File: src/sv/sbod_pkg.sv
// shared types and constants for the steady and blink output driver
// no dependencies, compiled first
`default_nettype none

package sbod_pkg;

    localparam int unsigned PIN_W = 16;

    localparam logic [2:0] CMD_TICK   = 3'd0;
    localparam logic [2:0] CMD_STEADY = 3'd1;
    localparam logic [2:0] CMD_BLINK  = 3'd2;
    localparam logic [2:0] CMD_LOAD   = 3'd3;
    localparam logic [2:0] CMD_PERIOD = 3'd4;
    localparam logic [2:0] CMD_SYNC   = 3'd5;

    localparam logic [15:0] DEFAULT_PERIOD = 16'd5;

    typedef struct packed {
        logic [2:0]  command;
        logic [3:0]  channel;
        logic        on_off;
        logic [15:0] steady_mask_in;
        logic [15:0] blink_mask_in;
        logic [15:0] period_value;
    } sbod_in_t;

    typedef struct packed {
        logic [15:0] pins;
        logic [15:0] steady_now;
        logic [15:0] blink_now;
    } sbod_out_t;

    // sequencer to datapath controls
    typedef struct packed {
        logic walk_tick;
        logic walk_sync;
        logic done;
    } sbod_ctrl_t;

endpackage

`default_nettype wire

File: src/sv/sbod_step_unit.sv
// shared counter step: increment, compare against the period, wrap and toggle
// uses no package items
`default_nettype none

module sbod_step_unit (
    input  wire logic [15:0] count,
    input  wire logic [15:0] period,
    output logic      [15:0] count_new,
    output logic             toggle
);

    logic [15:0] count_inc;

    always_comb
    begin
        count_inc = count + 16'd1;
        toggle    = count_inc > period;
        count_new = toggle ? 16'd0 : count_inc;
    end

endmodule

`default_nettype wire

File: src/sv/sbod_ctrl.sv
// sequencer: takes a transaction, walks the channels for tick and sync, strobes done
// depends on sbod_pkg
`default_nettype none

module sbod_ctrl #(
    parameter int unsigned CHANNELS = 16,
    parameter int unsigned IDX_W    = 4
) (
    input  wire logic             clk,
    input  wire logic             rst_n,
    input  wire logic             start,
    input  wire logic [2:0]       command,
    output logic                  busy,
    output logic [IDX_W-1:0]      idx,
    output sbod_pkg::sbod_ctrl_t  ctrl
);

    typedef enum logic [2:0] {
        S_IDLE = 3'b001,
        S_WALK = 3'b010,
        S_DONE = 3'b100
    } state_t;

    localparam logic [IDX_W-1:0] LAST_IDX = IDX_W'(CHANNELS - 1);

    state_t           state_reg, state_next;
    logic [IDX_W-1:0] idx_reg, idx_next;
    logic             sync_reg, sync_next;

    always_comb
    begin
        state_next = state_reg;
        idx_next   = idx_reg;
        sync_next  = sync_reg;
        unique case (state_reg)
            S_IDLE:
            begin
                if (start)
                begin
                    idx_next  = '0;
                    sync_next = (command == sbod_pkg::CMD_SYNC);
                    if (command == sbod_pkg::CMD_TICK || command == sbod_pkg::CMD_SYNC)
                        state_next = S_WALK;
                    else
                        state_next = S_DONE;
                end
            end
            S_WALK:
            begin
                if (idx_reg == LAST_IDX)
                    state_next = S_DONE;
                else
                    idx_next = idx_reg + 1'b1;
            end
            S_DONE:
            begin
                state_next = S_IDLE;
            end
            default:
            begin
                state_next = S_IDLE;
            end
        endcase
    end

    always_ff @(posedge clk or negedge rst_n)
    begin
        if (!rst_n)
        begin
            state_reg <= S_IDLE;
            idx_reg   <= '0;
            sync_reg  <= 1'b0;
        end
        else
        begin
            state_reg <= state_next;
            idx_reg   <= idx_next;
            sync_reg  <= sync_next;
        end
    end

    assign busy           = (state_reg != S_IDLE);
    assign idx            = idx_reg;
    assign ctrl.walk_tick = (state_reg == S_WALK) && !sync_reg;
    assign ctrl.walk_sync = (state_reg == S_WALK) && sync_reg;
    assign ctrl.done      = (state_reg == S_DONE);

endmodule

`default_nettype wire

File: src/sv/steady_and_blink_output_driver_top.sv
// steady and blink output driver, top level: mode masks, pin levels, period and counter banks
// depends on sbod_pkg, sbod_ctrl, sbod_step_unit
//
// channel  | signals                 | handshake
// ---------+-------------------------+----------------------------------------
// command  | cmd (sbod_in_t)         | taken at an edge with start high, busy low
// result   | result (sbod_out_t)     | valid for the one cycle that done is high
//
// tick and sync commands walk every channel: one shared step unit visits one
// channel per cycle, then a cycle with the done strobe. other commands go straight to done.
// busy stays high until the done cycle has passed; done cannot be held off.
// reset sets periods to 5, counters, masks and pins to zero, no clearing pass.
`default_nettype none

module steady_and_blink_output_driver_top #(
    parameter int unsigned CHANNELS = 16
) (
    input  wire logic                clk,
    input  wire logic                rst_n,
    input  wire logic                start,
    input  wire sbod_pkg::sbod_in_t  cmd,
    output logic                     busy,
    output logic                     done,
    output sbod_pkg::sbod_out_t      result
);

    localparam int unsigned IDX_W = (CHANNELS > 1) ? $clog2(CHANNELS) : 1;
    localparam logic [15:0] CHAN_MASK = 16'((17'd1 << CHANNELS) - 17'd1);

    sbod_pkg::sbod_ctrl_t ctrl;
    logic [IDX_W-1:0]     idx;

    logic [15:0] pins_reg, pins_next;
    logic [15:0] steady_reg, steady_next;
    logic [15:0] blink_reg, blink_next;
    logic [15:0] period_reg  [CHANNELS];
    logic [15:0] counter_reg [CHANNELS];

    logic             accept;
    logic             ch_ok;
    logic [IDX_W-1:0] ch_idx;
    logic [15:0]      ch_bit;
    logic [15:0]      walk_bit;
    logic             walk_blink;
    logic [15:0]      count_new;
    logic             toggle;
    logic [15:0]      smask;
    logic [15:0]      bmask;

    sbod_ctrl #(
        .CHANNELS (CHANNELS),
        .IDX_W    (IDX_W)
    ) u_ctrl (
        .clk     (clk),
        .rst_n   (rst_n),
        .start   (start),
        .command (cmd.command),
        .busy    (busy),
        .idx     (idx),
        .ctrl    (ctrl)
    );

    sbod_step_unit u_step (
        .count     (counter_reg[idx]),
        .period    (period_reg[idx]),
        .count_new (count_new),
        .toggle    (toggle)
    );

    assign accept     = start && !busy;
    assign ch_ok      = {1'b0, cmd.channel} < 5'(CHANNELS);
    assign ch_idx     = IDX_W'(cmd.channel);
    assign ch_bit     = 16'd1 << cmd.channel;
    assign walk_bit   = 16'd1 << idx;
    assign walk_blink = |(blink_reg & walk_bit);
    assign smask      = cmd.steady_mask_in & CHAN_MASK & ~(cmd.blink_mask_in & CHAN_MASK);
    assign bmask      = cmd.blink_mask_in & CHAN_MASK;

    always_comb
    begin
        pins_next   = pins_reg;
        steady_next = steady_reg;
        blink_next  = blink_reg;
        if (accept)
        begin
            unique case (cmd.command)
                sbod_pkg::CMD_STEADY:
                begin
                    if (ch_ok)
                    begin
                        if (cmd.on_off)
                        begin
                            blink_next  = blink_reg & ~ch_bit;
                            steady_next = steady_reg | ch_bit;
                            pins_next   = pins_reg | ch_bit;
                        end
                        else
                        begin
                            steady_next = steady_reg & ~ch_bit;
                            if ((blink_reg & ch_bit) == 16'd0)
                                pins_next = pins_reg & ~ch_bit;
                        end
                    end
                end
                sbod_pkg::CMD_BLINK:
                begin
                    if (ch_ok)
                    begin
                        if (cmd.on_off)
                        begin
                            steady_next = steady_reg & ~ch_bit;
                            blink_next  = blink_reg | ch_bit;
                            pins_next   = pins_reg | ch_bit;
                        end
                        else
                        begin
                            blink_next = blink_reg & ~ch_bit;
                            if ((steady_reg & ch_bit) == 16'd0)
                                pins_next = pins_reg & ~ch_bit;
                        end
                    end
                end
                sbod_pkg::CMD_LOAD:
                begin
                    steady_next = smask;
                    blink_next  = bmask;
                    pins_next   = smask | bmask;
                end
                default:
                begin
                    // tick and sync run in the walk, unused codes change nothing
                end
            endcase
        end
        else if (ctrl.walk_tick && walk_blink && toggle)
        begin
            pins_next = pins_reg ^ walk_bit;
        end
    end

    always_ff @(posedge clk or negedge rst_n)
    begin
        if (!rst_n)
        begin
            pins_reg   <= '0;
            steady_reg <= '0;
            blink_reg  <= '0;
        end
        else
        begin
            pins_reg   <= pins_next;
            steady_reg <= steady_next;
            blink_reg  <= blink_next;
        end
    end

    always_ff @(posedge clk or negedge rst_n)
    begin
        if (!rst_n)
        begin
            for (int i = 0; i < CHANNELS; i++)
            begin
                period_reg[i]  <= sbod_pkg::DEFAULT_PERIOD;
                counter_reg[i] <= '0;
            end
        end
        else
        begin
            if (accept && cmd.command == sbod_pkg::CMD_PERIOD && ch_ok)
                period_reg[ch_idx] <= cmd.period_value;
            if (ctrl.walk_sync)
                counter_reg[idx] <= '0;
            else if (ctrl.walk_tick && walk_blink)
                counter_reg[idx] <= count_new;
        end
    end

    assign done              = ctrl.done;
    assign result.pins       = pins_reg;
    assign result.steady_now = steady_reg;
    assign result.blink_now  = blink_reg;

endmodule

`default_nettype wire
File: config.mk
export PLATFORM = sky130hd
export DESIGN_NAME = steady_and_blink_output_driver_top
export DESIGN_NICKNAME = d
export VERILOG_FILES = /design/src/sv/sbod_pkg.sv /design/src/sv/sbod_step_unit.sv /design/src/sv/sbod_ctrl.sv /design/src/sv/steady_and_blink_output_driver_top.sv
export SDC_FILE = /design/constraint.sdc
export NUM_CORES = 1
export LEC_CHECK = 0
export BUFFER_PORTS_ARGS = -buffer_cell sky130_fd_sc_hd__buf_2
export CORE_MARGIN = 2
export CORE_UTILIZATION = 50
export CTS_CLUSTER_DIAMETER = 80
export CTS_CLUSTER_SIZE = 24
export DETAILED_ROUTE_END_ITERATION = 8
export PLACE_DENSITY = 0.67
export SYNTH_ARGS = -nofsm -noshare
export SYNTH_HDL_FRONTEND = slang
export SYNTH_SLANG_ARGS = --single-unit
File: constraint.sdc
create_clock -name clk -period 5.3 [get_ports clk]
set_input_delay 0.53 -clock clk [delete_from_list [all_inputs] [get_ports clk]]
set_output_delay 0.53 -clock clk [all_outputs]
set_load 0.01 [all_outputs]
==> results.yml, run 1 <==
logic_synthesis:
  ys.flop_type: "dfrtp_1"
  syn_area_mm2: 0.0281
  yosys.cell_count.top_type: "dfrtp_1"
  yosysTopAreaCellShare_pct: 47.7
  synth-edff-count: 0
  synth_cell_types: 80
  syn_inst: 2382
  synth_top_area_cell: "dfrtp_1"
  ys_top_cells_by_area: "dfrtp_1, mux2_2, mux4_2"
  ys_warn_count: 0
  synth_seq_cells: 568
  syn_area_per_cell_um2: 11.8
  ys_async_sr_fraction_pct: 100
  synth-seq-area-share_pct: 50.8
  syn_nets: 2464
  synth_common_cells: "dfrtp_1, nand2_1, o21ai_0"
detailed_routing:
  ant_nets: 0
  firstDrtPassIters: 5
  avgViaCountPerCell: 6.39
  drt_iter0_markers: 2073
  via_count: 20659
  drt_wl_total_um: 83700
  drcViolationCount: 0
  avgRoutedWirePerCell_um: 25.9
grt:
  antenna_found_initial: 5
  met1_usage_pct: 40.9
  track_usage_pct: 29.0
  grtUsageMet3_pct: 5.75
  grt_use_met2_pct: 45.5
  grt_pass1_wl_um: 127000
  first_global_vias: 20460
  grt_overflow_total: 0
  grt_max_degree: 148
  gr-max-usage-layer: "met2"
sta:
  rsz0062_at_grt: "no"
  clock_skew_ps: 29.2
  fmax_mhz: 197
  hold_violations: 0
  setup_viol: 0
  slew_headroom_pct: 33.8
  slew_violations: 0
  fin_crit_ps: 5090
  tns_ps: 0
  finalCritPeriodShare_pct: 96.0
  worst_pin_slew_ps: 991
flow_run:
  cap_violations: 0
pwr:
  power_density_mw_per_mm2: 299
  power.total_uw: 9180
  leakage_uw: 0.0137
  vdd_drop_max_v: 0.000279
placed_design:
  dp_hpwl_um: 56700
  placed_area_mm2: 0.0297
  place_congestion: 0.976
  numPlacedInstances: 3172
  portBuffers: 108
hold_path:
  hp-class: "input port to asynchronous set/reset pin"
critical_path:
  required_ps: 5820
  worstRegToRegCells: 22
  cp.arrival_ps: 5610
  critPathKind: "flop to flop"
  path_max_fanout: 18
  end_kind: "flop"
  startpoint_type: "flop"
final_layout:
  fin_util_pct: 55.6
  drive_above_1_share_pct: 29.7
  layout.nets: 2542
  design_area_mm2: 0.0308
  regArea_mm2: 0.0143
  multi_input_area_mm2: 0.0128
  fillCellCount: 4745
  synthToLayoutAreaGrowth_pct: 9.59
  final_cells: 3233
floorplan:
  row_count: 86
  die_x_um: 241
  dieArea_mm2: 0.0580
  boundaryPins: 109
  initial_core_util_pct: 50.7
  die_y_um: 241
  core_area_mm2: 0.0553
clock_tree:
  cts_max_path_buffers: 3
  clock_latency_ps: 630
  h-tree-depth: 1
  root_buffer: "clkbuf_16"
  cts_buffers: 30
  cts.sinks: 568
  cts_tree: "built"
  hold_buffers: 0
  clkTransAtPathRegs_ps: 100
outcome:
  status: "completed"
==> report_power, final <==
group / internal [µW] / total [µW] / switching, µW / leakage [µW]
Combinational: 674 / 1570 / 894 / 0.00551
Sequential: 4630 / 4910 / 285 / 0.00768
Clock: 1200 / 2700 / 1500 / 0.000471
==> cell type report <==
type                            instances  share of cell area, %
Clock buffer                           49                   2.81
Multi-Input combinational cell       1585                   41.5
Inverter                               48                  0.586
Clock inverter                          7                  0.407
Antenna cell                            1                0.00814
Sequential cell                       568                   46.4
Timing Repair Buffer                  227                   5.26
Tap cell                              748                   3.04
==> final timing paths <==
check | slack (ps) | from | end
setup / recovery | 210 | u_ctrl.idx[0] | counter_reg[150]
hold / removal | 2 | rst_n | counter_reg[190]
setup reg to reg | 210 | u_ctrl.idx[0] | counter_reg[150]
hold reg to reg | 480 | counter_reg[27] | counter_reg[27]
max in group asynchronous | 3970 | rst_n | period_reg[49]
min in group clk | 190 | start | u_ctrl.state_reg[2]
==> metal layers <==
layer	up-vias	part of all wire, %
li1	8804	-
met1	10669	41
met2	996	47
met3	186	8.6
met4	4	3.6
met5	-	0.027
==> stage by stage <==
step / hold slack (ps) / setup WS (ps)
after detailed placement: 463 / -37.8
after global routing: 52.7 / 10.1
after global placement: 455 / 165
after CTS: 24.6 / 211
after floorplan: 234 / 496
final: 1.84 / 213
==> worst max-delay path: stages (launching register included) <==
cell       delay [ps]
dfrtp_4           550
buf_12            230
mux4_1            580
a22oi_1           250
nand2_1           130
buf_4             200
nand4_4           120
nor3_2             70
xnor2_2           170
inv_1              70
ha_1              280
a2111oi_0         440
buf_4             180
o21ai_1            70
a221oi_2          290
buf_4             170
a21o_1            130
buf_4             100
o21ai_1           100
buf_12            220
or2_0             220
buf_4             180
o21ai_0           210
==> what timing repair did <==
action,CTS,global route
gates cloned,0,0
gates resized for setup,1,1
endpoints found under the setup margin,13,25
endpoints found under the hold margin,0,0
pin swaps,0,1
setup buffers,0,4
==> kinds of logic after synthesis <==
group | share of synthesized area, %
AND/OR/NAND/NOR | 9.53
flip-flops | 50.8
AO/OA/AOI/OAI | 11.3
multiplexers | 22.7
buffers and inverters | 3.84
adder cells (fa/ha/maj) | 1.03
XOR/XNOR | 0.820
==> cells in the final DEF, fill, tap and decap left out, types with 47 or more instances in the layout <==
| cell type | count |
|---|---|
| o21ai_1 | 52 |
| dfrtp_1 | 531 |
| buf_2 | 107 |
| mux2_2 | 256 |
| inv_1 | 47 |
| buf_4 | 105 |
| o21ai_0 | 287 |
| mux4_2 | 122 |
| a21oi_1 | 57 |
| nand2_1 | 363 |
| nor2_1 | 72 |
No activity file was read; power rests on OpenSTA's default activity.
==> inputs of run 2 (changes only) <==
- CELL_PAD_IN_SITES_DETAIL_PLACEMENT: default -> 1
- CELL_PAD_IN_SITES_GLOBAL_PLACEMENT: default -> 1
- PLACE_DENSITY: 0.67 -> default
- PLACE_DENSITY_LB_ADDON: default -> 0.1
==> results.yml, run 2 (same netlist as run 1, synthesis figures left out) <==
clock_tree:
  clock_latency_ps: 580
  root_buffer: "clkbuf_16"
  cts_tree: "built"
  cts_max_path_buffers: 3
  clkTransAtPathRegs_ps: 90
  h-tree-depth: 2
  cts.sinks: 568
  cts_buffers: 35
final_layout:
  layout.nets: 2518
  final_common_cell: "dfrtp_1"
  fillCellCount: 5742
  drive_above_1_share_pct: 29.9
  fin_util_pct: 55.6
  most-common-layout-cells: "dfrtp_1, nand2_1, o21ai_0"
  synthToLayoutAreaGrowth_pct: 9.51
  regArea_mm2: 0.0143
  multi_input_area_mm2: 0.0128
floorplan:
  row_count: 86
  boundaryPins: 109
  initial_core_util_pct: 50.7
  die_y_um: 241
  dieArea_mm2: 0.0580
  core_area_mm2: 0.0553
  die_x_um: 241
critical_path:
  critPathKind: "flop to flop"
  worstReg2RegStart: "u_ctrl.idx[0]"
  cp-startpoint: "u_ctrl.idx[0]"
  path_delay_family: "compound AO/OA/AOI/OAI gates"
  path_buf_inv: 4
  critical-path-max-stage-delay_ps: 580
  startpoint_type: "flop"
  end_kind: "flop"
  crit_chain: "buf_12, buf_4, mux4_2, a22oi_1, nand2_2, nand4_1, nor3_2, xnor2_2, inv_1, ha_1, a2111oi_1, o21ai_1, a221oi_2, and4_1, o21ai_1, buf_4, or2_2, o21ai_0"
  cp.arrival_ps: 5540
  critPathSlowestCell: "mux4_2"
  path_max_fanout: 22
  required_ps: 5790
detailed_routing:
  via_count: 20499
  firstDrtPassIters: 5
  ant_nets: 0
  avgViaCountPerCell: 6.40
  drcViolationCount: 0
  avgRoutedWirePerCell_um: 28.0
  drt_wl_total_um: 89900
  drt_iter0_markers: 1757
sta:
  tns_ps: 0
  clock_skew_ps: 19.4
  fin_crit_ps: 5050
  slew_headroom_pct: 15.2
  hold_violations: 0
  slew_violations: 0
  finalCritPeriodShare_pct: 95.2
  worst_pin_slew_ps: 1260
  rsz0062_at_grt: "no"
  fmax_mhz: 198
  setup_viol: 0
grt:
  grt_pass1_wl_um: 136000
  grt_overflow_total: 0
  grt_max_degree: 117
  track_usage_pct: 31.4
  first_global_vias: 21470
  antenna_found_initial: 4
placed_design:
  place_congestion: 0.942
  dp_hpwl_um: 61900
  portBuffers: 108
pwr:
  leakage_uw: 0.0136
  vdd_drop_max_v: 0.000327
  power_density_mw_per_mm2: 311
flow_run:
  cap_violations: 0
outcome:
  status: "completed"
hold_path:
  hp-class: "input port to asynchronous set/reset pin"
==> run 2: area by class of cell <==
type | count | area share [%]
repair buffers | 198 | 4.40
diodes | 1 | 0.00814
inverters | 48 | 0.586
multi-input cells | 1585 | 41.7
clock buffers | 40 | 3.08
clock inverters | 16 | 0.786
flip-flops and latches | 568 | 46.4
well taps | 748 | 3.05
==> run 2: per-layer routing <==
| metal | global-route usage, % | up-vias | routed length [µm] |
|---|---|---|---|
| met5 | 0 | - | 41 |
| met4 | 9.84 | 6 | 2930 |
| met3 | 3.49 | 159 | 4240 |
| met2 | 52.9 | 673 | 44700 |
| met1 | 43.0 | 10888 | 37900 |
| li1 | - | 8773 | - |
==> run 2: timing repair <==
action | in CTS | in global routing
endpoints found under the setup margin | 2 | 250
hold endpoints to repair | 0 | 0
buffers inserted | 0 | 6
gates resized for setup | 2 | 20
hold buffers | 0 | 0
pin swaps | 0 | 1
==> run 2: through the flow <==
stage / power, µW / hold slack [ps] / cells / area [µm²] / setup slack [ps]
after floorplan: 5830 / 234 / 2382 / 28100 / 496
after global placement: 6470 / 454 / 3141 / 29400 / 169
after detailed placement: 6530 / 463 / 3141 / 29400 / 14.0
after CTS: 9590 / 49.0 / 3197 / 30600 / 1.80
after global routing: 9920 / 48.0 / 3203 / 30700 / 2.96
final: 9570 / 1.61 / 3204 / 30700 / 253
==> run 2: path summary, 6_finish.rpt <==
path	endpoint	slack, ps	cells after the start
max	counter_reg[29]	250	18
min	counter_reg[45]	2	1
max reg2reg	counter_reg[29]	250	18
min reg2reg	counter_reg[240]	480	2
max in group asynchronous	period_reg[157]	4030	2
min in group clk	u_ctrl.state_reg[2]	210	2
==> run 2: power breakdown <==
part | switching, µW | internal (µW)
sequential | 313 | 4630
combinational | 890 | 654
clock | 1640 | 1450
==> run 2: worst reg2reg max path, delay by kind of cell, from the launching register on <==
kind	cells	cell delay, ps
adder cells (fa/ha/maj)	1	290
XOR/XNOR	1	150
buffers and inverters	4	770
flip-flops	1	550
AO/OA/AOI/OAI	6	1520
AND/OR/NAND/NOR	5	1100
multiplexers	1	590
